**src/hdl/fcs_pkg.sv**
```systemverilog
// ----------------------------------------------------------------------------
// Flash command sequencer package
// Shared types, command codes, register indexes and lane helper functions.
// ----------------------------------------------------------------------------
`timescale 1ns / 1ps

package fcs_pkg;

    // Flash command bytes, one per chip lane.
    localparam logic [7:0] CMD_CLEAR   = 8'h50;
    localparam logic [7:0] CMD_PROGRAM = 8'h40;
    localparam logic [7:0] CMD_ERASE   = 8'h20;
    localparam logic [7:0] CMD_UNLOCK  = 8'h60;
    localparam logic [7:0] CMD_CONFIRM = 8'hD0;
    localparam logic [7:0] CMD_RESET   = 8'hFF;

    // Status register bits, one per chip lane.
    localparam logic [7:0] STS_READY      = 8'h80;
    localparam logic [7:0] STS_ERR_PROG   = 8'h1A;
    localparam logic [7:0] STS_ERR_ERASE  = 8'h2A;
    localparam logic [7:0] STS_ERR_UNLOCK = 8'h38;

    // Item kinds and operations. The reserved operation code has no meaning
    // and a start that carries it is dropped.
    localparam logic       KIND_START  = 1'b0;
    localparam logic       KIND_REPLY  = 1'b1;
    localparam logic [1:0] OP_PROGRAM  = 2'd0;
    localparam logic [1:0] OP_ERASE    = 2'd1;
    localparam logic [1:0] OP_UNLOCK   = 2'd2;
    localparam logic [1:0] OP_RESERVED = 2'd3;

    // Bus access sizes.
    localparam logic [1:0] SIZE_BYTE = 2'd0;
    localparam logic [1:0] SIZE_HALF = 2'd1;

    // Configuration register indexes.
    localparam logic [1:0] REG_ACCESS_SIZE   = 2'd0;
    localparam logic [1:0] REG_CHIPS_LOG2    = 2'd1;
    localparam logic [1:0] REG_POLL_LIMIT    = 2'd2;
    localparam logic [1:0] REG_PROGRAM_OPCODE = 2'd3;

    // Configuration reset values.
    localparam logic [1:0]  RST_ACCESS_SIZE    = 2'd2;
    localparam logic [1:0]  RST_CHIPS_LOG2     = 2'd0;
    localparam logic [15:0] RST_POLL_LIMIT     = 16'd1000;
    localparam logic [7:0]  RST_PROGRAM_OPCODE = CMD_PROGRAM;

    localparam int unsigned BURST_MAX = 4;

    typedef struct packed {
        logic [1:0]  access_size;
        logic [1:0]  chips_log2;
        logic [15:0] poll_limit;
        logic [7:0]  program_opcode;
    } cfg_t;

    typedef struct packed {
        logic        kind;
        logic [1:0]  operation;
        logic [31:0] base_addr;
        logic [31:0] target_addr;
        logic [31:0] write_value;
        logic        wait_done;
        logic [31:0] read_value;
    } item_t;

    typedef struct packed {
        logic        bus_read;
        logic [31:0] bus_addr;
        logic [31:0] bus_data;
        logic        done_res;
        logic        failed;
        logic        last;
    } result_t;

    typedef struct packed {
        logic        polling;
        logic [15:0] polls_left;
        logic [1:0]  current_op;
        logic [31:0] saved_base;
    } seq_state_t;

    // Log2 of the bus width in bytes; the unused size code counts as word.
    function automatic logic [1:0] width_log2(logic [1:0] size);
        logic [1:0] wl;
        case (size)
            SIZE_BYTE: wl = 2'd0;
            SIZE_HALF: wl = 2'd1;
            default:   wl = 2'd2;
        endcase
        return wl;
    endfunction

    function automatic logic [31:0] width_mask(logic [1:0] size);
        logic [31:0] m;
        case (width_log2(size))
            2'd0:    m = 32'h0000_00FF;
            2'd1:    m = 32'h0000_FFFF;
            default: m = 32'hFFFF_FFFF;
        endcase
        return m;
    endfunction

    // Replicate a command byte into the low byte of every chip lane.
    function automatic logic [31:0] spread(logic [1:0] size, logic [1:0] chips_log2,
                                           logic [7:0] cmd);
        logic [1:0]  wl;
        logic [1:0]  cl;
        logic [31:0] v;
        wl = width_log2(size);
        cl = (chips_log2 > wl) ? wl : chips_log2;
        v  = {24'd0, cmd};
        case ({wl, cl})
            {2'd1, 2'd1}: v = {16'd0, cmd, cmd};
            {2'd2, 2'd1}: v = {8'd0, cmd, 8'd0, cmd};
            {2'd2, 2'd2}: v = {cmd, cmd, cmd, cmd};
            default:      v = {24'd0, cmd};
        endcase
        return v;
    endfunction

endpackage

```
**src/hdl/fcs_if.sv**
```systemverilog
// ----------------------------------------------------------------------------
// Flash command sequencer channels
// Valid/ready channels for incoming items and outgoing bus accesses.
// ----------------------------------------------------------------------------
`timescale 1ns / 1ps

interface fcs_item_if;
    logic        valid;
    logic        ready;
    logic        kind;
    logic [1:0]  operation;
    logic [31:0] base_addr;
    logic [31:0] target_addr;
    logic [31:0] write_value;
    logic        wait_done;
    logic [31:0] read_value;

    modport source (
        output valid, kind, operation, base_addr, target_addr, write_value,
               wait_done, read_value,
        input  ready
    );
    modport sink (
        input  valid, kind, operation, base_addr, target_addr, write_value,
               wait_done, read_value,
        output ready
    );
endinterface

interface fcs_result_if;
    logic        valid;
    logic        ready;
    logic        bus_read;
    logic [31:0] bus_addr;
    logic [31:0] bus_data;
    logic        done_res;
    logic        failed;
    logic        last;

    modport source (
        output valid, bus_read, bus_addr, bus_data, done_res, failed, last,
        input  ready
    );
    modport sink (
        input  valid, bus_read, bus_addr, bus_data, done_res, failed, last,
        output ready
    );
endinterface

```
**src/hdl/flash_command_sequencer.sv**
```systemverilog
// ----------------------------------------------------------------------------
// Flash command sequencer
// Bus-master sequencer for program, sector erase and sector unlock commands.
// ----------------------------------------------------------------------------
// Channel   Direction  Transfer
// item      in         start of an operation, or the reply to a status read
// result    out        one bus access request (write or status read)
// APB       in         configuration registers at byte addresses 0, 4, 8, 12
//
// A start item yields four result transfers and a status reply yields one; the
// single result port drains them from the four-entry burst buffer in turn, and
// no new item is taken while more than one of them is still waiting. Ignored
// items yield nothing. Reset returns the configuration registers to their
// defaults and the sequencer to idle. A stall on the result side holds the
// burst buffer; the next item is taken in the same cycle the last buffered
// result transfers.
// ----------------------------------------------------------------------------
`timescale 1ns / 1ps

module flash_command_sequencer #(
    parameter int ADDR_BITS = 32
) (
    input  logic                clk,
    input  logic                rst_n,

    input  logic                psel,
    input  logic                penable,
    input  logic                pwrite,
    input  logic [3:0]          paddr,
    input  logic [31:0]         pwdata,
    output logic [31:0]         prdata,
    output logic                pready,

    fcs_item_if.sink            item,
    fcs_result_if.source        result
);

    // Configuration registers.
    fcs_pkg::cfg_t       cfg_reg;
    fcs_pkg::cfg_t       cfg_next;
    logic                cfg_write;

    // Sequencer state.
    fcs_pkg::seq_state_t state_reg;
    fcs_pkg::seq_state_t state_next;

    // Burst buffer: results waiting to go out, head at entry zero.
    fcs_pkg::result_t    burst_reg  [fcs_pkg::BURST_MAX];
    fcs_pkg::result_t    burst_next [fcs_pkg::BURST_MAX];
    logic [2:0]          cnt_reg;
    logic [2:0]          cnt_next;

    // Step logic outputs.
    fcs_pkg::item_t      in_item;
    fcs_pkg::result_t    step_results [fcs_pkg::BURST_MAX];
    logic [2:0]          step_count;
    fcs_pkg::seq_state_t step_state;

    logic                in_xfer;
    logic                out_xfer;

    // ------------------------------------------------------------------
    // APB configuration port. Writes land on the access phase; reads are
    // served combinationally since pready is tied high.
    // ------------------------------------------------------------------
    assign pready    = 1'b1;
    assign cfg_write = psel && penable && pwrite;

    always_comb
    begin
        cfg_next = cfg_reg;
        if (cfg_write)
        begin
            unique case (paddr[3:2])
                fcs_pkg::REG_ACCESS_SIZE:    cfg_next.access_size    = pwdata[1:0];
                fcs_pkg::REG_CHIPS_LOG2:     cfg_next.chips_log2     = pwdata[1:0];
                fcs_pkg::REG_POLL_LIMIT:     cfg_next.poll_limit     = pwdata[15:0];
                fcs_pkg::REG_PROGRAM_OPCODE: cfg_next.program_opcode = pwdata[7:0];
                default:                     cfg_next = cfg_reg;
            endcase
        end
    end

    always_comb
    begin
        unique case (paddr[3:2])
            fcs_pkg::REG_ACCESS_SIZE:    prdata = {30'd0, cfg_reg.access_size};
            fcs_pkg::REG_CHIPS_LOG2:     prdata = {30'd0, cfg_reg.chips_log2};
            fcs_pkg::REG_POLL_LIMIT:     prdata = {16'd0, cfg_reg.poll_limit};
            fcs_pkg::REG_PROGRAM_OPCODE: prdata = {24'd0, cfg_reg.program_opcode};
            default:                     prdata = 32'd0;
        endcase
    end

    // ------------------------------------------------------------------
    // Item intake. A new item is taken when the buffer is empty, or when
    // its only remaining entry transfers in this cycle.
    // ------------------------------------------------------------------
    assign out_xfer   = result.valid && result.ready;
    assign item.ready = (cnt_reg == 3'd0) || (cnt_reg == 3'd1 && result.ready);
    assign in_xfer    = item.valid && item.ready;

    assign in_item.kind        = item.kind;
    assign in_item.operation   = item.operation;
    assign in_item.base_addr   = item.base_addr;
    assign in_item.target_addr = item.target_addr;
    assign in_item.write_value = item.write_value;
    assign in_item.wait_done   = item.wait_done;
    assign in_item.read_value  = item.read_value;

    fcs_step #(
        .ADDR_BITS (ADDR_BITS)
    ) u_step (
        .cfg        (cfg_reg),
        .item       (in_item),
        .state      (state_reg),
        .results    (step_results),
        .count      (step_count),
        .state_next (step_state)
    );

    // The whole burst for an item is formed in one pass and loaded at once;
    // afterwards the buffer shifts toward the head on each result transfer.
    always_comb
    begin
        burst_next = burst_reg;
        cnt_next   = cnt_reg;
        state_next = state_reg;
        if (in_xfer)
        begin
            burst_next = step_results;
            cnt_next   = step_count;
            state_next = step_state;
        end
        else if (out_xfer)
        begin
            for (int i = 0; i < fcs_pkg::BURST_MAX - 1; i++)
            begin
                burst_next[i] = burst_reg[i + 1];
            end
            cnt_next = cnt_reg - 3'd1;
        end
    end

    // ------------------------------------------------------------------
    // Result channel driven from the head of the buffer.
    // ------------------------------------------------------------------
    assign result.valid    = (cnt_reg != 3'd0);
    assign result.bus_read = burst_reg[0].bus_read;
    assign result.bus_addr = burst_reg[0].bus_addr;
    assign result.bus_data = burst_reg[0].bus_data;
    assign result.done_res = burst_reg[0].done_res;
    assign result.failed   = burst_reg[0].failed;
    assign result.last     = burst_reg[0].last;

    // ------------------------------------------------------------------
    // Registers.
    // ------------------------------------------------------------------
    always_ff @(posedge clk or negedge rst_n)
    begin
        if (!rst_n)
        begin
            cfg_reg.access_size    <= fcs_pkg::RST_ACCESS_SIZE;
            cfg_reg.chips_log2     <= fcs_pkg::RST_CHIPS_LOG2;
            cfg_reg.poll_limit     <= fcs_pkg::RST_POLL_LIMIT;
            cfg_reg.program_opcode <= fcs_pkg::RST_PROGRAM_OPCODE;
            state_reg.polling      <= 1'b0;
            state_reg.polls_left   <= 16'd0;
            state_reg.current_op   <= fcs_pkg::OP_PROGRAM;
            state_reg.saved_base   <= 32'd0;
            cnt_reg                <= 3'd0;
        end
        else
        begin
            cfg_reg   <= cfg_next;
            state_reg <= state_next;
            cnt_reg   <= cnt_next;
        end
    end

    // Buffer payload needs no reset; cnt_reg qualifies it.
    always_ff @(posedge clk)
    begin
        burst_reg <= burst_next;
    end

endmodule

```
**src/hdl/fcs_step.sv**
```systemverilog
// ----------------------------------------------------------------------------
// Flash command sequencer step logic
// Forms the bus accesses and next sequencer state for one accepted item.
// ----------------------------------------------------------------------------
`timescale 1ns / 1ps

module fcs_step #(
    parameter int ADDR_BITS = 32
) (
    input  fcs_pkg::cfg_t       cfg,
    input  fcs_pkg::item_t      item,
    input  fcs_pkg::seq_state_t state,
    output fcs_pkg::result_t    results [fcs_pkg::BURST_MAX],
    output logic [2:0]          count,
    output fcs_pkg::seq_state_t state_next
);

    localparam logic [31:0] ADDR_MASK = (ADDR_BITS >= 32) ? 32'hFFFF_FFFF :
                                        32'((64'd1 << ADDR_BITS) - 64'd1);

    logic [31:0] wmask;
    logic [31:0] status;
    logic [31:0] base_m;
    logic [31:0] target_m;
    logic [7:0]  setup_cmd;
    logic [31:0] third_data;
    logic [7:0]  err_byte;
    logic        ready_hit;
    logic        err_hit;
    logic [15:0] polls_dec;
    logic [31:0] reset_data;

    function automatic fcs_pkg::result_t mk(logic rd, logic [31:0] addr, logic [31:0] data,
                                             logic done, logic fail, logic lst);
        fcs_pkg::result_t r;
        r.bus_read = rd;
        r.bus_addr = addr;
        r.bus_data = rd ? 32'd0 : data;
        r.done_res = done;
        r.failed   = fail;
        r.last     = lst;
        return r;
    endfunction

    always_comb
    begin
        wmask      = fcs_pkg::width_mask(cfg.access_size);
        status     = item.read_value & wmask;
        base_m     = item.base_addr & ADDR_MASK;
        target_m   = item.target_addr & ADDR_MASK;
        reset_data = fcs_pkg::spread(cfg.access_size, cfg.chips_log2, fcs_pkg::CMD_RESET);

        case (item.operation)
            fcs_pkg::OP_PROGRAM: setup_cmd = cfg.program_opcode;
            fcs_pkg::OP_ERASE:   setup_cmd = fcs_pkg::CMD_ERASE;
            default:             setup_cmd = fcs_pkg::CMD_UNLOCK;
        endcase
        if (item.operation == fcs_pkg::OP_PROGRAM)
        begin
            third_data = item.write_value & wmask;
        end
        else
        begin
            third_data = fcs_pkg::spread(cfg.access_size, cfg.chips_log2,
                                         fcs_pkg::CMD_CONFIRM);
        end

        case (state.current_op)
            fcs_pkg::OP_PROGRAM: err_byte = fcs_pkg::STS_ERR_PROG;
            fcs_pkg::OP_ERASE:   err_byte = fcs_pkg::STS_ERR_ERASE;
            default:             err_byte = fcs_pkg::STS_ERR_UNLOCK;
        endcase
        ready_hit = (status & fcs_pkg::spread(cfg.access_size, cfg.chips_log2,
                                              fcs_pkg::STS_READY)) != 32'd0;
        err_hit   = (status & fcs_pkg::spread(cfg.access_size, cfg.chips_log2,
                                              err_byte)) != 32'd0;
        polls_dec = state.polls_left - 16'd1;

        for (int i = 0; i < fcs_pkg::BURST_MAX; i++)
        begin
            results[i] = mk(1'b0, 32'd0, 32'd0, 1'b0, 1'b0, 1'b0);
        end
        count      = 3'd0;
        state_next = state;

        if (item.kind == fcs_pkg::KIND_START)
        begin
            if (!state.polling && item.operation != fcs_pkg::OP_RESERVED)
            begin
                results[0] = mk(1'b0, base_m,
                                fcs_pkg::spread(cfg.access_size, cfg.chips_log2,
                                                fcs_pkg::CMD_CLEAR),
                                1'b0, 1'b0, 1'b0);
                results[1] = mk(1'b0, target_m,
                                fcs_pkg::spread(cfg.access_size, cfg.chips_log2, setup_cmd),
                                1'b0, 1'b0, 1'b0);
                results[2] = mk(1'b0, target_m, third_data, 1'b0, 1'b0, 1'b0);
                count      = 3'd4;
                if (item.operation == fcs_pkg::OP_PROGRAM && !item.wait_done)
                begin
                    // Program without waiting: finish straight away.
                    results[3] = mk(1'b0, base_m, reset_data, 1'b1, 1'b0, 1'b1);
                end
                else
                begin
                    results[3]            = mk(1'b1, base_m, 32'd0, 1'b0, 1'b0, 1'b1);
                    state_next.polling    = 1'b1;
                    state_next.current_op = item.operation;
                    state_next.saved_base = base_m;
                    state_next.polls_left = (cfg.poll_limit != 16'd0) ? cfg.poll_limit
                                                                     : 16'd1;
                end
            end
        end
        else if (state.polling)
        begin
            count = 3'd1;
            if (ready_hit)
            begin
                results[0]         = mk(1'b0, state.saved_base, reset_data,
                                        1'b1, err_hit, 1'b1);
                state_next.polling = 1'b0;
            end
            else
            begin
                state_next.polls_left = polls_dec;
                if (polls_dec == 16'd0)
                begin
                    // Poll budget used up: finish with a timeout error.
                    results[0]         = mk(1'b0, state.saved_base, reset_data,
                                            1'b1, 1'b1, 1'b1);
                    state_next.polling = 1'b0;
                end
                else
                begin
                    results[0] = mk(1'b1, state.saved_base, 32'd0, 1'b0, 1'b0, 1'b1);
                end
            end
        end
    end

endmodule

```
**src/flat_wrapper.sv**
```systemverilog
// flat-port wrapper written by rule: the top's interface ports become plain ports
module flash_command_sequencer_flat 
#(
    parameter int ADDR_BITS = 32
)
  (clk, rst_n, psel, penable, pwrite, paddr, pwdata, prdata, pready, item_valid, item_kind, item_operation, item_base_addr, item_target_addr, item_write_value, item_wait_done, item_read_value, item_ready, result_valid, result_bus_read, result_bus_addr, result_bus_data, result_done_res, result_failed, result_last, result_ready);
  fcs_item_if item_i ();
  fcs_result_if result_i ();
  input  logic clk;
  input  logic rst_n;
  input  logic psel;
  input  logic penable;
  input  logic pwrite;
  input  logic [3:0] paddr;
  input  logic [31:0] pwdata;
  output logic [31:0] prdata;
  output logic pready;
  input wire logic [$bits(item_i.valid)-1:0] item_valid;
  input wire logic [$bits(item_i.kind)-1:0] item_kind;
  input wire logic [$bits(item_i.operation)-1:0] item_operation;
  input wire logic [$bits(item_i.base_addr)-1:0] item_base_addr;
  input wire logic [$bits(item_i.target_addr)-1:0] item_target_addr;
  input wire logic [$bits(item_i.write_value)-1:0] item_write_value;
  input wire logic [$bits(item_i.wait_done)-1:0] item_wait_done;
  input wire logic [$bits(item_i.read_value)-1:0] item_read_value;
  output wire logic [$bits(item_i.ready)-1:0] item_ready;
  output wire logic [$bits(result_i.valid)-1:0] result_valid;
  output wire logic [$bits(result_i.bus_read)-1:0] result_bus_read;
  output wire logic [$bits(result_i.bus_addr)-1:0] result_bus_addr;
  output wire logic [$bits(result_i.bus_data)-1:0] result_bus_data;
  output wire logic [$bits(result_i.done_res)-1:0] result_done_res;
  output wire logic [$bits(result_i.failed)-1:0] result_failed;
  output wire logic [$bits(result_i.last)-1:0] result_last;
  input wire logic [$bits(result_i.ready)-1:0] result_ready;
  assign item_i.valid = item_valid;
  assign item_i.kind = item_kind;
  assign item_i.operation = item_operation;
  assign item_i.base_addr = item_base_addr;
  assign item_i.target_addr = item_target_addr;
  assign item_i.write_value = item_write_value;
  assign item_i.wait_done = item_wait_done;
  assign item_i.read_value = item_read_value;
  assign item_ready = item_i.ready;
  assign result_valid = result_i.valid;
  assign result_bus_read = result_i.bus_read;
  assign result_bus_addr = result_i.bus_addr;
  assign result_bus_data = result_i.bus_data;
  assign result_done_res = result_i.done_res;
  assign result_failed = result_i.failed;
  assign result_last = result_i.last;
  assign result_i.ready = result_ready;
  flash_command_sequencer #(.ADDR_BITS(ADDR_BITS)) u_core (.clk(clk), .rst_n(rst_n), .psel(psel), .penable(penable), .pwrite(pwrite), .paddr(paddr), .pwdata(pwdata), .prdata(prdata), .pready(pready), .item(item_i), .result(result_i));
endmodule
```
**config.mk**
```make
export PLATFORM = sky130hd
export DESIGN_NAME = flash_command_sequencer_flat
export DESIGN_NICKNAME = d
export VERILOG_FILES = /design/src/hdl/fcs_pkg.sv /design/src/hdl/fcs_if.sv /design/src/hdl/flash_command_sequencer.sv /design/src/hdl/fcs_step.sv /design/src/flat_wrapper.sv
export SDC_FILE = /design/constraint.sdc
export NUM_CORES = 1
export LEC_CHECK = 0
export ABC_AREA = 1
export BUFFER_PORTS_ARGS = -buffer_cell sky130_fd_sc_hd__buf_2
export CAP_MARGIN = 20
export CORE_ASPECT_RATIO = 0.7
export CORE_MARGIN = 4
export CORE_UTILIZATION = 50
export CTS_CLUSTER_DIAMETER = 60
export DETAILED_ROUTE_END_ITERATION = 7
export PLACE_DENSITY = 0.84
export SYNTH_ARGS = -nofsm -noshare
export SYNTH_HDL_FRONTEND = slang
export SYNTH_SLANG_ARGS = --single-unit
```
**constraint.sdc**
```tcl
create_clock -name clk -period 5.2 [get_ports clk]
set_input_delay 1.04 -clock clk [delete_from_list [all_inputs] [get_ports clk]]
set_output_delay 1.04 -clock clk [all_outputs]
set_load 0.05 [all_outputs]
```
==> results.toml, run 1 <==
[run_status]
outcome = "complete, no violations"

[yosys]
syn_area_sq_um = 14900
synth-seq-cells = 323
synth.distinct_cells = 39
async_flop_share = 0.254
syn_avg_cell_area_sq_um = 9.70
ys_seq_area_frac = 0.622
ys.flop_type = "edfxtp_1"
synth-edff-count = 241
synthCells = 1540
synth_warnings = 0

[clock_tree]
path_clk_slew_ns = 0.06
clkLatencyLatePin_ns = 0.52
cts_sinks = 323
hold_buffers = 0
clockBufferDepth = 3
htree_num_levels = 2
post_cts_buffers = 0
tritoncts = "done"
cts.repair.resized = 0
root_buffer = "clkbuf_16"
cts_made_buffers = 34

[die]
coreArea_sq_um = 29100
die_area_sq_um = 32700
rows = 52
dieWidth_um = 215
die_height_um = 153
start_util = 0.512
io_pins = 278

[timing]
fin_hold_ws_ns = 0.484
finalSetupTns_ns = 0
slew_headroom = 0.230
slew_violations = 0
period_needed_ns = 3.56
max_freq_ghz = 0.281
hold_viol = 0
rsz0062_at_grt = "no"
tightest_slew_ns = 1.15
setup_viol = 0
fin_skew_ns = 0.0161
fin_crit_sh = 0.686

[power]
leakage_nw = 7.86
ir_drop_mv = 0.334
powerDensity_nw_per_um2 = 632

[worst_setup_path]
worst_setup_path_start_kind = "register"
reg2reg_depth = 17
r2r_end = "u_core.result.bus_data[20]"
crit_fanout = 14
required_ns = 5.46
slowest_stage = "dfstp_2"
crit_path_end_kind = "register"
critPathKind = "reg -> reg"
worst_path_most_repeated_cell = "nand2_1"
reg2reg_slack_ns = 1.64
max_stage_delay_ns = 0.71
path_cells = "inv_1 > ha_1 > nand2_1 > nand2_1 > nand2_1 > nand2_1 > nand2_1 > nand2_2 > nand2_2 > nand2_1 > nand2_1 > nor2_2 > nand2_2 > nand2_1 > nand2_1 > nand2_1 > nand2_1"
r2r-start = "u_core.cfg_reg[27]"
cp.arrival_ns = 3.82

[layout]
seqCellArea_sq_um = 9300
largest_reg_flops = 173
postLayoutCoreUtil = 0.586
design_area_sq_um = 17100
drive_above_1_share = 0.193
syn_to_final_growth_pct = 14.3
multi_input_area_sq_um = 4190
fill_cells = 2459
stdcell_count = 2099
nets = 1872

[global_routing]
grt_usage = 0.220
grt-ovfl-total = 0
antenna_found_initial = 9
grt_first_pass_wirelength_mm = 58.0
grt_pass1_vias = 10900
grt_start_max_net_pins = 134

[route]
postRouteAntennaNets = 0
vias = 11100
drt_iter0_markers = 1096
routed_wirelength_mm = 36.9
drt_drc_violations_left = 0
drtPass1Iterations = 5
post_drt_via_cell_ratio = 5.30
wire_per_inst_um = 17.6

[worst_hold_path]
min_path_cells = 2
hold_class = "reg -> reg"
worstHoldEndpoint = "u_core.state_reg[2]"
hold_start = "u_core.state_reg[2]"

[placed_design]
placedInstanceArea_sq_um = 15900
routabilityCongestion = 0.893
hpwlAfterDp_mm = 24.5
port_buffers = 230
dp_cells = 2032

[flow_run]
drv_cap = 0
metal layers:
layer	track usage	vias up	part of all wire
li1	-	5284	-
met1	0.299	5280	0.42
met2	0.352	478	0.47
met3	0.0482	82	0.079
met4	0.0815	2	0.033
met5	0	-	0.00054
metrics by stage:
step | power (mW) | worst slack [ns]
2_1_floorplan | 7.54 | 0.958
3_3_place_gp | 8.03 | 1.56
3_5_place_dp | 8.19 | 1.46
4_1_cts | 10.8 | 1.66
5_1_grt | 11.4 | 1.41
6_report | 10.8 | 1.64
cell usage in the layout, fill, tap and decap left out, types with 11 or more instances in the layout:
cell type and n:
nand2_1 453, edfxtp_1 241, buf_2 229, o21ai_0 178, inv_1 165, nor2_1 97, dfrtp_1 74, nand3_1 62
clkbuf_16 37, o22ai_1 17, conb_1 17, o211ai_1 16, buf_4 12, a21oi_1 11
cells by family after synthesis:
| logic type | Yosys count | synth area share |
|---|---|---|
| multiplexers | 1 | 0.000754 |
| other | 2 | 0.000503 |
| adder cells (fa/ha/maj) | 7 | 0.00586 |
| buffers and inverters | 313 | 0.103 |
| AND/OR/NAND/NOR | 637 | 0.171 |
| XOR/XNOR | 2 | 0.00117 |
| flip-flops | 323 | 0.622 |
| AO/OA/AOI/OAI | 255 | 0.0956 |
synthesized netlist by cell type (2+ instances only):
| cell | count | area (sq um) |
|---|---|---|
| xnor2_1 | 2 | 17.5 |
| o31ai_1 | 3 | 22.5 |
| clkbuf_1 | 41 | 154 |
| a211oi_1 | 2 | 15.0 |
| o211ai_1 | 16 | 120 |
| nand2_2 | 5 | 31.3 |
| buf_2 | 8 | 40.0 |
| nand2_1 | 453 | 1700 |
| buf_1 | 5 | 18.8 |
| a21oi_1 | 11 | 55.1 |
| o21ai_1 | 10 | 50.1 |
| o21ai_0 | 178 | 891 |
| nand2_4 | 2 | 22.5 |
| a221oi_1 | 2 | 17.5 |
| inv_2 | 3 | 11.3 |
| nor2_2 | 4 | 25.0 |
| nor2_1 | 98 | 368 |
| buf_6 | 5 | 56.3 |
| dfstp_2 | 8 | 210 |
| a32o_1 | 4 | 40.0 |
| a22oi_1 | 2 | 15.0 |
| nor2_4 | 2 | 22.5 |
| nor3_1 | 3 | 15.0 |
| conb_1 | 2 | 7.51 |
| o21ai_2 | 8 | 70.1 |
| inv_1 | 167 | 627 |
| nand4_1 | 5 | 31.3 |
| ha_1 | 7 | 87.6 |
| buf_4 | 84 | 631 |
| o22ai_1 | 17 | 106 |
| nand3_1 | 62 | 310 |
| dfrtp_1 | 74 | 1850 |
| edfxtp_1 | 241 | 7240 |
power by group:
group	switching [mW]	total, mW	internal [mW]
logic	2.74	3.65	0.908
clock network	0.998	2.60	1.60
registers	0.393	4.54	4.14
total	4.13	10.8	6.65
area by class of cell:
type | instances | area share
Inverter | 170 | 0.0374
Tap cell | 378 | 0.0277
Multi-Input combinational cell | 919 | 0.246
Clock buffer | 49 | 0.0592
Timing Repair Buffer | 242 | 0.0736
Sequential cell | 323 | 0.545
Clock inverter | 10 | 0.0106
Antenna cell | 8 | 0.00117
worst max-delay path by stage:
stage                                  start                          to  slack (ns)
after floorplan            u_core.cnt_reg[0]           u_core.cnt_reg[0]        0.96
after global placement          result_ready  u_core.result.bus_data[30]        1.56
after detailed placement        result_ready  u_core.result.bus_data[20]        1.46
after CTS                 u_core.cfg_reg[27]  u_core.result.bus_data[20]        1.66
after global routing      u_core.cfg_reg[27]  u_core.result.bus_data[28]        1.41
final                     u_core.cfg_reg[27]  u_core.result.bus_data[20]        1.64
critical path: cells and delay by family, from the launching register on:
kind	cells	cell delay (ns)
adder cells (fa/ha/maj)	1	0.32
buffers and inverters	1	0.16
flip-flops	1	0.71
AND/OR/NAND/NOR	15	2.10
Note: power is estimated with default switching activity, not from simulation.
==> inputs of run 2 (changes only) <==
==> constraint.sdc (replaced) <==
create_clock -name clk -period 3.4 [get_ports clk]
set_input_delay 0.68 -clock clk [delete_from_list [all_inputs] [get_ports clk]]
set_output_delay 0.68 -clock clk [all_outputs]
set_load 0.05 [all_outputs]
==> run 2 against run 1 <==
Against the previous run:
- register-to-register slack worse by 1.2 ns
- global-route usage is 0.35 points lower
- worst hold slack worse by 0.25 ns
- final cell count is 0.57% higher
- highest routed layer unchanged
- maximum frequency is 19% higher
- largest power group unchanged
- final area hardly changed
- non-clock buffer count is 12 higher
- clock-buffer cell count is 2 higher
- die area stayed put
- via count is 0.13% higher
==> results.toml, run 2 (synthesized netlist as in run 1, its figures left out) <==
[run_status]
outcome = "complete, no violations"

[route]
post_drt_via_cell_ratio = 5.28
drt_iter0_markers = 1056
vias = 11100
wl_met3_mm = 2.86
drt_drc_violations_left = 0
topRoutingLayerUsed = "met5"
wire_per_inst_um = 17.2
drtPass1Iterations = 5
wl_met2_mm = 17.1
postRouteAntennaNets = 0
routed_wirelength_mm = 36.3
wl_met1_mm = 15.3

[die]
io_pins = 278
start_util = 0.512
coreArea_sq_um = 29100
die_area_sq_um = 32700
dieWidth_um = 215
rows = 52
die_height_um = 153

[worst_setup_path]
slowest_stage = "dfstp_2"
critPathKind = "reg -> reg"
path_cells = "inv_1 > ha_1 > nand2_1 > nand2_1 > nand2_1 > nand2_1 > nand2_1 > nand2_2 > nand2_2 > nand2_1 > nand2_1 > nor2_2 > nand2_2 > nand2_1 > nand2_1 > nand2_1 > nand2_1"
reg2reg_slack_ns = 0.39
cp.arrival_ns = 3.26
crit_fanout = 11
max_stage_delay_ns = 0.56
crit_path_end_kind = "register"
required_ns = 3.65
worst_path_most_repeated_cell = "nand2_1"
worst_setup_path_start_kind = "register"

[clock_tree]
cts_sinks = 323
root_buffer = "clkbuf_16"
tritoncts = "done"
cts_made_buffers = 34
path_clk_slew_ns = 0.06
htree_num_levels = 2
clkLatencyLatePin_ns = 0.51
hold_buffers = 0
clockBufferDepth = 3

[global_routing]
grt-ovfl-total = 0
grt_start_max_net_pins = 86
grt_pass1_vias = 10800
grt_usage = 0.217
grt_first_pass_wirelength_mm = 57.3
antenna_found_initial = 6

[layout]
layout_common_cells = "nand2_1 (453), edfxtp_1 (241), buf_2 (229)"
stdcell_count = 2111
design_area_sq_um = 17100
largest_reg_flops = 173
postLayoutCoreUtil = 0.586
final_common_cell = "nand2_1"
drive_above_1_share = 0.197
syn_to_final_growth_pct = 14.4
nets = 1884

[power]
leakage_nw = 7.89
powerDensity_nw_per_um2 = 947
ir_drop_mv = 0.551
p_total_mw = 16.2

[placed_design]
port_buffers = 230
routabilityCongestion = 0.941
hpwlAfterDp_mm = 24.8
placedInstanceArea_sq_um = 15900
pre_cts_ws_ns = 0.243
dp_cells = 2041

[timing]
hold_viol = 0
finalSetupTns_ns = 0
fin_skew_ns = 0.0258
rsz0062_at_grt = "no"
worst_slack_ns = 0.394
fin_crit_sh = 0.884
max_freq_ghz = 0.333
fin_hold_ws_ns = 0.232
slew_violations = 0
period_needed_ns = 3.01
slew_headroom = 0.414
tightest_slew_ns = 0.869
setup_viol = 0

[flow_run]
drv_cap = 0

[worst_hold_path]
hold_class = "in -> async"
## run 2: cell count changes in the layout (fill, tap and decap cells not counted), moves of 2 or more
cell / before / now
clkbuf_4: 0 / 3
buf_4: 12 / 23
diode_2: 8 / 6
clkinv_1: 2 / 6
bufinv_16: 5 / 1
## run 2: worst max-delay path: cells and delay by family (launching register included)
| kind | cells | cell delay, ns |
|---|---|---|
| adders and majority gates | 1 | 0.31 |
| buffers and inverters | 1 | 0.10 |
| DFF | 1 | 0.56 |
| and+or+nand+nor | 15 | 1.78 |
## run 2: worst paths after layout
kind	cells after the start	end	from
worst max-delay path	17	u_core.result.bus_data[12]	u_core.cfg_reg[27]
worst min-delay path	1	u_core.cfg_reg[10]	rst_n
worst max register to register	17	u_core.result.bus_data[12]	u_core.cfg_reg[27]
worst min register to register	2	u_core.state_reg[19]	u_core.state_reg[19]
max in group asynchronous	2	u_core.cfg_reg[14]	rst_n
min in group clk	3	u_core.cfg_reg[19]	pwdata[11]
## run 2: what timing repair did
| item | in CTS | in global routing |
|---|---|---|
| gates resized for setup | 0 | 0 |
| hold endpoints to repair | 0 | 0 |
| endpoints found under the setup margin | 0 | 4 |
| buffers inserted | 0 | 3 |
## run 2: where the power goes
| part | total [mW] | internal [mW] | leakage, nW | switching (mW) |
|---|---|---|---|---|
| logic | 5.60 | 1.43 | 3.95 | 4.16 |
| clock network | 3.64 | 2.17 | 0.543 | 1.46 |
| registers | 6.95 | 6.33 | 3.39 | 0.623 |
## run 2: layout make-up
| type | instances | area, sq um |
|---|---|---|
| Fill cell | 2436 | 12100 |
| Antenna cell | 6 | 15.0 |
| Clock inverter | 10 | 75.1 |
| Sequential cell | 323 | 9300 |
| Multi-Input combinational cell | 919 | 4190 |
| Inverter | 170 | 638 |
| Tap cell | 378 | 473 |
| Clock buffer | 51 | 1030 |
| Timing Repair Buffer | 254 | 1360 |
## run 2: layer usage
metal  vias up  global-route usage
li1       5321                   -
met1      5267               0.296
met2       485               0.349
met3        66              0.0448
met4         2              0.0762
met5         -                   0
